==> config.mk <==
export PLATFORM = sky130hd
export DESIGN_NAME = smoothing_decimator_2x
export DESIGN_NICKNAME = d
export VERILOG_FILES = /design/src/rtl/sdec_pkg.sv /design/src/rtl/sdec_phase.sv /design/src/rtl/smoothing_decimator_2x.sv
export SDC_FILE = /design/constraint.sdc
export NUM_CORES = 1
export LEC_CHECK = 0
export BUFFER_PORTS_ARGS = -buffer_cell sky130_fd_sc_hd__buf_2
export CAP_MARGIN = 20
export CORE_ASPECT_RATIO = 0.5
export CORE_MARGIN = 10
export CORE_UTILIZATION = 40
export CTS_BUF_LIST = sky130_fd_sc_hd__clkbuf_16
export DETAILED_ROUTE_END_ITERATION = 7
export MAX_ROUTING_LAYER = met4
export SLEW_MARGIN = 40
export SYNTH_ARGS = -nofsm -noshare
export SYNTH_HDL_FRONTEND = slang
export SYNTH_SLANG_ARGS = --single-unit
export TNS_END_PERCENT = 50
==> constraint.sdc <==
create_clock -name clk -period 4.6 [get_ports clk]
set_clock_uncertainty 0.1 [all_clocks]
set_input_delay 0.92 -clock clk [delete_from_list [all_inputs] [get_ports clk]]
set_output_delay 0.92 -clock clk [all_outputs]
set_load 0.03 [all_outputs]
==> src/rtl/sdec_pkg.sv <==
// Shared types and constants for the smoothing decimator.
`default_nettype none

package sdec_pkg;

  // Divide-by-four of the 1-2-1 kernel sum
  localparam int unsigned FILTER_SHIFT = 2;

  // Result status for one item leaving the input stage
  typedef struct packed {
    logic emit;
    logic last;
  } sdec_res_t;

endpackage

`default_nettype wire

==> src/rtl/sdec_phase.sv <==
// Phase tracking, sample history and 1-2-1 smoothing of the decimator.
`default_nettype none

module sdec_phase #(
  parameter int unsigned SAMPLE_WIDTH = 16
) (
  input  wire logic                           clk,
  input  wire logic                           rst_n,
  input  wire logic                           adv,
  input  wire logic signed [SAMPLE_WIDTH-1:0] sample,
  input  wire logic                           block_end,
  output sdec_pkg::sdec_res_t                 res,
  output logic signed [SAMPLE_WIDTH-1:0]      value
);
  import sdec_pkg::*;

  logic signed [SAMPLE_WIDTH-1:0] older_r, older_nxt;
  logic signed [SAMPLE_WIDTH-1:0] newer_r, newer_nxt;
  logic                           odd_phase_r, odd_phase_nxt;
  logic                           at_start_r, at_start_nxt;
  logic signed [SAMPLE_WIDTH+1:0] sum;
  logic signed [SAMPLE_WIDTH+1:0] sum_sh;
  logic signed [SAMPLE_WIDTH-1:0] smooth;

  // Form a + 2b + c at full precision, floor-divide by four
  assign sum = {{2{older_r[SAMPLE_WIDTH-1]}}, older_r}
             + {newer_r[SAMPLE_WIDTH-1], newer_r, 1'b0}
             + {{2{sample[SAMPLE_WIDTH-1]}}, sample};
  assign sum_sh = sum >>> FILTER_SHIFT;
  assign smooth = sum_sh[SAMPLE_WIDTH-1:0];

  // Select the result: even end passes through, odd index releases the pending one
  always_comb begin
    res.emit = odd_phase_r | block_end;
    res.last = block_end;
    if (!odd_phase_r) begin
      value = sample;
    end else if (at_start_r) begin
      value = newer_r;
    end else begin
      value = smooth;
    end
  end

  // Advance the history; a block end returns everything to the start state
  always_comb begin
    older_nxt     = older_r;
    newer_nxt     = newer_r;
    odd_phase_nxt = odd_phase_r;
    at_start_nxt  = at_start_r;
    if (adv) begin
      if (block_end) begin
        older_nxt     = '0;
        newer_nxt     = '0;
        odd_phase_nxt = 1'b0;
        at_start_nxt  = 1'b1;
      end else begin
        older_nxt     = newer_r;
        newer_nxt     = sample;
        odd_phase_nxt = ~odd_phase_r;
        if (odd_phase_r) begin
          at_start_nxt = 1'b0;
        end
      end
    end
  end

  always_ff @(posedge clk) begin
    if (!rst_n) begin
      older_r     <= '0;
      newer_r     <= '0;
      odd_phase_r <= 1'b0;
      at_start_r  <= 1'b1;
    end else begin
      older_r     <= older_nxt;
      newer_r     <= newer_nxt;
      odd_phase_r <= odd_phase_nxt;
      at_start_r  <= at_start_nxt;
    end
  end

endmodule

`default_nettype wire

==> src/rtl/smoothing_decimator_2x.sv <==
// Smoothing decimator top level: input register, filter and output register.
//
// Takes one signed sample per item, with block_end on a block's last sample,
// and returns every even-indexed sample smoothed by the 1/4, 1/2, 1/4 kernel
// (floor of (a+2b+c)/4, never overflows); a block's first sample, and its
// last if at an even index, pass unfiltered, and the block's final result
// carries out_last. An item is accepted every cycle while out_stall is low;
// a result is released by the odd-indexed sample after an even one, or by
// the block's last sample, into the output register. The rate is set by
// the output register: when it holds an unread result, an item that would
// produce a new result waits in the input register and in_stall rises.
`default_nettype none

module smoothing_decimator_2x #(
  parameter int unsigned SAMPLE_WIDTH = 16
) (
  input  wire logic                           clk,
  input  wire logic                           rst_n,
  input  wire logic                           in_valid,
  output logic                                in_stall,
  input  wire logic signed [SAMPLE_WIDTH-1:0] in_sample_in,
  input  wire logic                           in_block_end,
  output logic                                out_valid,
  input  wire logic                           out_stall,
  output logic signed [SAMPLE_WIDTH-1:0]      out_sample_out,
  output logic                                out_last
);
  import sdec_pkg::*;

  logic                           s1_valid_r, s1_valid_nxt;
  logic signed [SAMPLE_WIDTH-1:0] s1_sample_r;
  logic                           s1_end_r;
  logic                           s1_adv;
  logic                           out_valid_r, out_valid_nxt;
  logic signed [SAMPLE_WIDTH-1:0] out_sample_r;
  logic                           out_last_r;
  sdec_res_t                      res;
  logic signed [SAMPLE_WIDTH-1:0] value;

  sdec_phase #(
    .SAMPLE_WIDTH(SAMPLE_WIDTH)
  ) u_phase (
    .clk      (clk),
    .rst_n    (rst_n),
    .adv      (s1_adv),
    .sample   (s1_sample_r),
    .block_end(s1_end_r),
    .res      (res),
    .value    (value)
  );

  // Advance the held item unless it has a result and the output is blocked
  assign s1_adv   = s1_valid_r & (~out_valid_r | ~out_stall | ~res.emit);
  assign in_stall = s1_valid_r & ~s1_adv;

  // Input register: take an item whenever the stage is free or moving on
  always_comb begin
    s1_valid_nxt = s1_valid_r;
    if (!in_stall) begin
      s1_valid_nxt = in_valid;
    end
  end

  always_ff @(posedge clk) begin
    if (!rst_n) begin
      s1_valid_r <= 1'b0;
    end else begin
      s1_valid_r <= s1_valid_nxt;
    end
  end

  always_ff @(posedge clk) begin
    if (in_valid && !in_stall) begin
      s1_sample_r <= in_sample_in;
      s1_end_r    <= in_block_end;
    end
  end

  // Output register: load a new result, drop a taken one, hold while stalled
  always_comb begin
    out_valid_nxt = out_valid_r;
    if (s1_adv && res.emit) begin
      out_valid_nxt = 1'b1;
    end else if (!out_stall) begin
      out_valid_nxt = 1'b0;
    end
  end

  always_ff @(posedge clk) begin
    if (!rst_n) begin
      out_valid_r <= 1'b0;
    end else begin
      out_valid_r <= out_valid_nxt;
    end
  end

  always_ff @(posedge clk) begin
    if (s1_adv && res.emit) begin
      out_sample_r <= value;
      out_last_r   <= res.last;
    end
  end

  assign out_valid      = out_valid_r;
  assign out_sample_out = out_sample_r;
  assign out_last       = out_last_r;

endmodule

`default_nettype wire

; ---- Word-level counts from Yosys, hierarchy flattened
; Index checks and enable logic that the tools add are counted.
[op_classes]
reduce_logical = 5
muxes = 9
bitwise_logic = 10
eq_ne = 1
add_sub_neg = 2
[op_table]
columns = operator, count
row1 = $mux W16, 4
row2 = $add A16 B17 Y18, 1
row3 = $add A18 B18 Y18, 1
row4 = $mux W1, 5
row5 = $not A1 Y1, 5
row6 = $or A1 B1 Y1, 3
row7 = $and A1 B1 Y1, 2
row8 = $logic_and A1 B1 Y1, 2
row9 = $ne A2 B1 Y1 const B, 1
row10 = $reduce_and A2 Y1, 1
row11 = $reduce_bool A2 Y1, 1
row12 = $logic_not A1 Y1, 1
[totals]
out_inout_bits = 19
elab_cells = 37
regBits = 70
inputBits = 21

; ---- Logic depth before layout (Yosys ltp)
; Gate-level depths: netlist (run 1).
[depth]
depth_word = 8
ltp_mapped = 12
depth_no_buf = 12

; ---- Cells and area by module
; Synthesis (run 1) repeated with hierarchy kept, for this count alone.
[unflattened]
cells_unflattened = 373
hier_area_um2 = 3853.7
[modules_own_cells]
columns = module, seq_area_each_um2, area_each_um2, cells_each, n_inst
row1 = sdec_phase, 680.7, 2737.6, 328, 1
row2 = smoothing_decimator_2x, 1061.0, 1116.1, 45, 1

; ---- Worst setup path before layout (run 1)
; OpenSTA, ideal clock, no wires.
[synth_path]
path_kind = reg-to-reg
from = register s1_sample_r[1]
to = register out_sample_r[15] (netlist: out_sample_out[15]), data pin
required_time_ps = 4225
path_buffers = 0
arrival_ps = 2911
setup_slack_ps = 1314
setup_time_ps = 275
period_less_slack_ps = 3286
stages_incl_launch_ff = 13
cell_sequence = edfxtp_1 fa_1 and3_1 fa_1 a21o_2 nand4_1 nand2_1 a31oi_1 o21ai_0 a41oi_1 o21ai_0 xnor2_1 o221ai_1
[synth_via]
elab_chain_len = 3
[synth_lines]
columns = item, line_no
row1 = "start, declared", smoothing_decimator_2x.sv:31  ; logic signed [SAMPLE_WIDTH-1:0] s1_sample_r;
row2 = "start signal, assigned", smoothing_decimator_2x.sv:74  ; s1_sample_r <= in_sample_in;
row3 = $add A18 B18 Y18, sdec_phase.sv:28  ; + {{2{sample[SAMPLE_WIDTH-1]}}, sample};
row4 = $mux W16, sdec_phase.sv:38  ; end else if (at_start_r) begin
row5 = $mux W16, sdec_phase.sv:36  ; if (!odd_phase_r) begin
row6 = net u_phase.value[15], sdec_phase.sv:13  ; output logic signed [SAMPLE_WIDTH-1:0] value
row7 = "end signal, assigned", smoothing_decimator_2x.sv:99  ; out_sample_r <= value;
row8 = "end, declared", smoothing_decimator_2x.sv:35  ; logic signed [SAMPLE_WIDTH-1:0] out_sample_r;
; The timed path passes the listed nets, and every way through them passes these cells.
; A chain may end at the register's enable or synchronous reset.

; ---- Worst setup path in the final report (run 1)
; Same ends and word-level chain as after synthesis.

==> results.md, run 1 <==
* Actual slew at the worst max-slew pin at 0.671 ns
* CP Data Required Time at 4.57 ns
* Die Span Y at 87.1 um
* Max_cap viols at 0
* Post-synth EDFFs at 34
* Mapped Cells at 362
* GRT Util Overall at 0.128
* Pwr dens at 370 nW/um2
* H-tree Lvls at 3
* Post-route cell area at 4210 um2
* Util after Layout at 0.482
* Hold Vio Cnt, Final at 0
* Drt wl/cell at 15.3 um
* Post-DR vias/cell at 5.18
* Sinks on Clock Net at 70
* Final cycle utilization of the critical path at 0.793
* Synth unique cells at 44
* Number of global-route vias before repair at 2790
* Pre-antenna DRT Iters at 4
* DRC viols at 0
* PortBufs at 39
* Met2 Wirelength at 4.00 mm
* Crit path launch type: flip-flop
* FF-to-FF setup slack at 0.95 ns
* Routability congestion estimate at 0.818
* Register area share after synthesis at 0.483
* First-pass GRT wire length at 13.4 mm
* Post-DRT Antenna Nets at 0
* Core area at 8740 um2
* Critical R2R Capture: out_sample_out[15]
* Full die area at 13400 um2
* Largest net degree at the start of global routing at 36
* Postcts setup bufs at 0
* Final setup viols at 0
* Share of cells above drive strength 1 at 0.160
* Syn Std Cell Area at 3600 um2
* Clock Tree Buf Depth at 2
* Die Wd at 154 um
* Area occupied by multi-input gates at 1800 um2
* Outcome: finished clean
* Diodes inserted at 0
* CP endpoint: out_sample_out[15]
* Leak at 1.67 nW
* R2r worst-path depth at 12
* Ys async rst share at 0
* Met1 WL at 3.62 mm
* Layout area overhead at 16.9%
* Initial antenna violation count at 0
* WL met3 at 239 um
* Layout Nets at 454
* Clock buffer count from CTS at 9
* Critical setup path kind: reg -> reg
* Top Layer Used: met4
* Crit end category: flip-flop
* Primary FF master, synth: dfxtp_1
* FMAX at 274 MHz
* Area contributors post-synth: edfxtp_1 28%, dfxtp_1 20%, fa_1 9.4%, nand2_1 8.6%, a21oi_1 7.4%
* Register area at 1740 um2
* Vias at 2709
* Post-DP HPWL at 5.38 mm
* Ports at 40
* Relative slew slack at 0.551
* Data arrival, critical path at 3.62 ns
* Area fraction of the dominant cell type after synthesis at 0.283
* CTS resizes at 0
* GRT overflow at 0
* Worst ir drop on vdd at 0.178 mV
* Root buffer selected by CTS: clkbuf_16
* Syn_area_per_cell at 9.96 um2
* Tmin final at 3.65 ns
* CTS tree: built
* Crit. Startpoint: s1_sample_r[1]
* Unrepaired setup endpoints after global routing: false
* Setup TNS at 0 ns
* Layout fillers at 816
* Skew-Pair Late Insertion Delay at 0.33 ns
* Syn_nets at 415
* CP Max Fanout at 3
* Count leader, synth: nand2_1
* Iter 0 DRT Violations at 207
* Placed instance area at 3930 um2
* Leading area contributor after synthesis: edfxtp_1
* Synthesized flop and latch total at 70
* Num rows at 24
* Reg clk slew, reported paths at 0.05 ns
* Final WL at 8.01 mm
* Slew Limit Fails at 0
* Synth cell count leaders: 83 x nand2_1, 53 x a21oi_1, 36 x dfxtp_1
* Worst hold path class: reg -> reg
* R2r startpoint: s1_sample_r[1]
* Hold Buf Count CTS at 0
* Initial core utilization at 0.413
* Synth warn at 0
[state kept, by name, summed over array words and instances, names as in the netlist]
name / flops
s1_valid_r: 1
s1_end_r: 1
u_phase.newer_r: 16
out_last: 1
u_phase.odd_phase_r: 1
u_phase.at_start_r: 1
u_phase.older_r: 16
out_sample_out: 16
out_valid: 1
s1_sample_r: 16
[layout make-up]
type,instances,share of cell area
multi-input cells,271,0.426
clock inverters,7,0.0131
clock buffers,9,0.0534
inverters,6,0.00534
repair buffers,43,0.0534
well taps,117,0.0347
flip-flops and latches,70,0.414
[cells in the final DEF, fill, tap and decap left out, types with 3 or more instances in the layout]
master,netlist,layout
a21o_1,5,5
a21oi_1,53,53
a31oi_1,5,5
buf_2,1,39
buf_4,0,4
clkbuf_16,0,9
clkinv_1,0,4
dfxtp_1,36,35
edfxtp_1,34,34
fa_1,17,17
ha_1,15,15
inv_1,6,6
nand2_1,83,82
nand3_1,4,4
nor2_1,24,24
nor2b_1,4,3
o21a_1,4,4
o21ai_0,11,11
xnor2_1,9,9
xor2_1,4,4
[report_power, final]
group	switching [W]	total, W	internal [W]
sequential	0.0000242	0.000707	0.000683
clock	0.000253	0.000662	0.000410
combinational	0.000115	0.000189	0.0000744
total	0.000392	0.00156	0.00117
[routing by layer]
metal	vias to the layer above	GRT usage
met4	0	0.0529
met1	1312	0.140
met2	43	0.218
li1	1342	-
met3	12	0.0365
met5	-	-
[worst min path at each step]
stage	cells past startpoint	slack, ns	to	startpoint
floorplan	2	0.33	u_phase.older_r[0]	u_phase.older_r[0]
global route	2	0.39	u_phase.older_r[7]	u_phase.older_r[7]
finish	2	0.37	u_phase.older_r[7]	u_phase.older_r[7]
global placement	2	0.36	u_phase.older_r[0]	u_phase.older_r[0]
CTS	2	0.37	u_phase.older_r[0]	u_phase.older_r[0]
detailed placement	2	0.36	u_phase.older_r[0]	u_phase.older_r[0]
[per-stage QoR]
step / worst slack (ns) / cells / hold slack, ns / total power, W
floorplan: 1.31 / 362 / 0.332 / 0.000856
global placement: 1.08 / 507 / 0.357 / 0.000904
detailed placement: 0.981 / 507 / 0.362 / 0.000909
CTS: 0.960 / 523 / 0.370 / 0.00158
global route: 0.698 / 523 / 0.388 / 0.00162
finish: 0.950 / 523 / 0.371 / 0.00156
[worst max-delay path, stage by stage (launching register included)]
cell      delay, ns
edfxtp_1       0.44
fa_1           0.50
and3_1         0.22
fa_1           0.42
a21o_2         0.24
nand4_1        0.09
nand2_1        0.09
a31oi_1        0.25
o21ai_0        0.23
a41oi_1        0.36
o21ai_0        0.17
xnor2_1        0.18
o221ai_1       0.11
[logic make-up (layout without fill, tap and decap cells)]
group | count (synthesis) | after routing | synth area share
flip-flops | 70 | 70 | 0.483
multiplexers | 3 | 3 | 0.00902
XOR/XNOR | 13 | 13 | 0.0316
buffers and inverters | 21 | 65 | 0.0222
AO/OA/AOI/OAI | 96 | 96 | 0.161
adder cells (fa/ha/maj) | 32 | 32 | 0.146
AND/OR/NAND/NOR | 127 | 127 | 0.147
No activity file was read; power rests on OpenSTA's default activity.
==> run 2: changes to the inputs <==
clock period = 3.2 ns   (was 4.6 ns; I/O delays follow)
==> run 2 against run 1 <==
  * The run now ends with setup timing left
  * Hold slack got worse by 0.0039 ns
  * Register-to-register slack got worse by 1.0 ns
  * Via count rose by 3.0%
  * Die area did not move
  * Combinational power rose by 74%
  * Fmax rose by 11%
  * Clock power rose by 43%
  * Final cell count rose by 4.6%
  * Worst setup slack got worse by 1.0 ns
==> results.md, run 2 (same netlist as run 1, synthesis figures left out) <==
* Sinks on Clock Net at 70
* Skew-Pair Late Insertion Delay at 0.33 ns
* Crit end category: flip-flop
* CP cell instances: fa_1 -> ha_4 -> a2111o_1 -> a31oi_2 -> or3_4 -> a21oi_2 -> a211o_1 -> a211oi_2 -> nor3b_1 -> a311o_1
* FMAX at 305 MHz
* Placed instance area at 4080 um2
* Ports at 40
* Tmin final at 3.28 ns
* Clock buffer count from CTS at 9
* Die Span Y at 87.1 um
* CP Max Fanout at 2
* Core area at 8740 um2
* Crit path launch type: flip-flop
* Vias at 2790
* Worst-path cell with the longest stage delay: fa_1
* Max_cap viols at 0
* Unrepaired setup endpoints after global routing: true
* Iter 0 DRT Violations at 138
* Hold Buf Count CTS at 0
* Layout area overhead at 24.5%
* Most common cell after layout, fill and taps aside: nand2_1
* Final setup viols at 4
* Initial antenna violation count at 0
* Pwr dens at 509 nW/um2
* DRC viols at 0
* H-tree Lvls at 3
* Final cell count without fillers at 547
* CTS tree: built
* Final worst slack at -0.0765 ns
* Largest net degree at the start of global routing at 33
* CP Data Required Time at 3.18 ns
* Worst ir drop on vdd at 0.343 mV
* Data arrival, critical path at 3.26 ns
* Post-DRT Antenna Nets at 0
* Post-DR vias/cell at 5.10
* First-pass GRT wire length at 13.2 mm
* Relative slew slack at 0.604
* Slew Limit Fails at 0
* Clock Tree Buf Depth at 2
* Placed cells at 525
* Reg clk slew, reported paths at 0.06 ns
* Part of the power in registers at 0.441
* Final cycle utilization of the critical path at 1.02
* Initial core utilization at 0.413
* Fin Hold WS at 0.367 ns
* Die Wd at 154 um
* Switching share of power at 0.252
* Leak at 1.79 nW
* Share of cells above drive strength 1 at 0.240
* Cell family with most CP delay: compound AO/OA/AOI/OAI gates
* Critical setup path kind: reg -> reg
* Critical path buffers and inverters at 0
* Number of global-route vias before repair at 2819
* GRT overflow at 0
* Routability congestion estimate at 0.848
* Final WL at 8.19 mm
* Worst hold path class: reg -> reg
* Most frequent cells in the layout: 82 x nand2_1, 51 x a21oi_1, 39 x buf_2
* Root buffer selected by CTS: clkbuf_16
* Diodes inserted at 0
* Critical Path Max Stage Delay at 0.61 ns
* Full die area at 13400 um2
* Clk pwr share at 0.415
* Gate power share at 0.144
* Post-DP HPWL at 5.64 mm
* P_int at 0.00171 W
* Num rows at 24
* Drt wl/cell at 15.0 um
* Post-route cell area at 4490 um2
* Layout Nets at 478
* Pre-antenna DRT Iters at 4
* Actual slew at the worst max-slew pin at 0.591 ns
* Outcome: finished, violations left
* PortBufs at 39
* GRT Util Overall at 0.126
* Violated checks: setup timing
* Hold Vio Cnt, Final at 0
* Sw Pwr at 0.000576 W
-- run 2: cell types whose count changed in the layout (fill, tap and decap cells not counted), sizes merged --
cell    before  now
buf         43   67
clkinv       6    5
inv          6    7
-- run 2: power groups by stage --
stage	combinational, W	sequential (W)	clock, W
2_1_floorplan	0.000193	0.00104	0
3_3_place_gp	0.000296	0.00103	0
3_5_place_dp	0.000302	0.00103	0
4_1_cts	0.000314	0.00101	0.000966
5_1_grt	0.000364	0.00101	0.00100
6_report	0.000329	0.00101	0.000948
-- run 2: worst register-to-register path: cells and delay by family, from the launching register on --
kind / cells / cell delay, ns
AOI/OAI and AO/OA: 6 / 1.43
adders and majority gates: 2 / 0.83
DFF: 1 / 0.41
and+or+nand+nor: 2 / 0.26
-- run 2: through the flow --
step            util  setup WS, ns  setup TNS, ns  total power [W]
2_1_floorplan      -      -0.00377       -0.00377          0.00123
3_3_place_gp   0.467       -0.0860         -0.381          0.00132
3_5_place_dp   0.467        -0.131         -0.571          0.00133
4_1_cts        0.506       0.00105              0          0.00229
5_1_grt        0.513        -0.190         -0.806          0.00238
6_report       0.513       -0.0765         -0.196          0.00229
-- run 2: area by class of cell --
type	count	area [um2]
fill	790	4250
clock buffer	9	225
clock inverter	7	56.3
inverter	6	22.5
multi-input combinational	271	1890
sequential	70	1740
tap	117	146
timing repair buffer	67	405
-- run 2: layer usage --
layer	GRT usage	up-vias	wire length [um]
met2	0.216	42	4150
li1	-	1392	-
met3	0.0375	12	270
met4	0.0477	0	145
met1	0.137	1344	3630
met5	-	-	0
-- run 2: timing repair --
item	in CTS	in global routing
gates resized for setup	5	11
pin swaps	7	12
buffers inserted	6	0
setup endpoints to repair	6	8
-- run 2: final timing paths --
check / from / to / slack [ns] / depth (start not counted)
setup reg to reg: s1_sample_r[3] / out_sample_out[10] / -0.08 / 10
hold / removal: u_phase.older_r[0] / u_phase.older_r[0] / 0.37 / 2
hold reg to reg: u_phase.older_r[0] / u_phase.older_r[0] / 0.37 / 2
setup / recovery: s1_sample_r[3] / out_sample_out[10] / -0.08 / 10
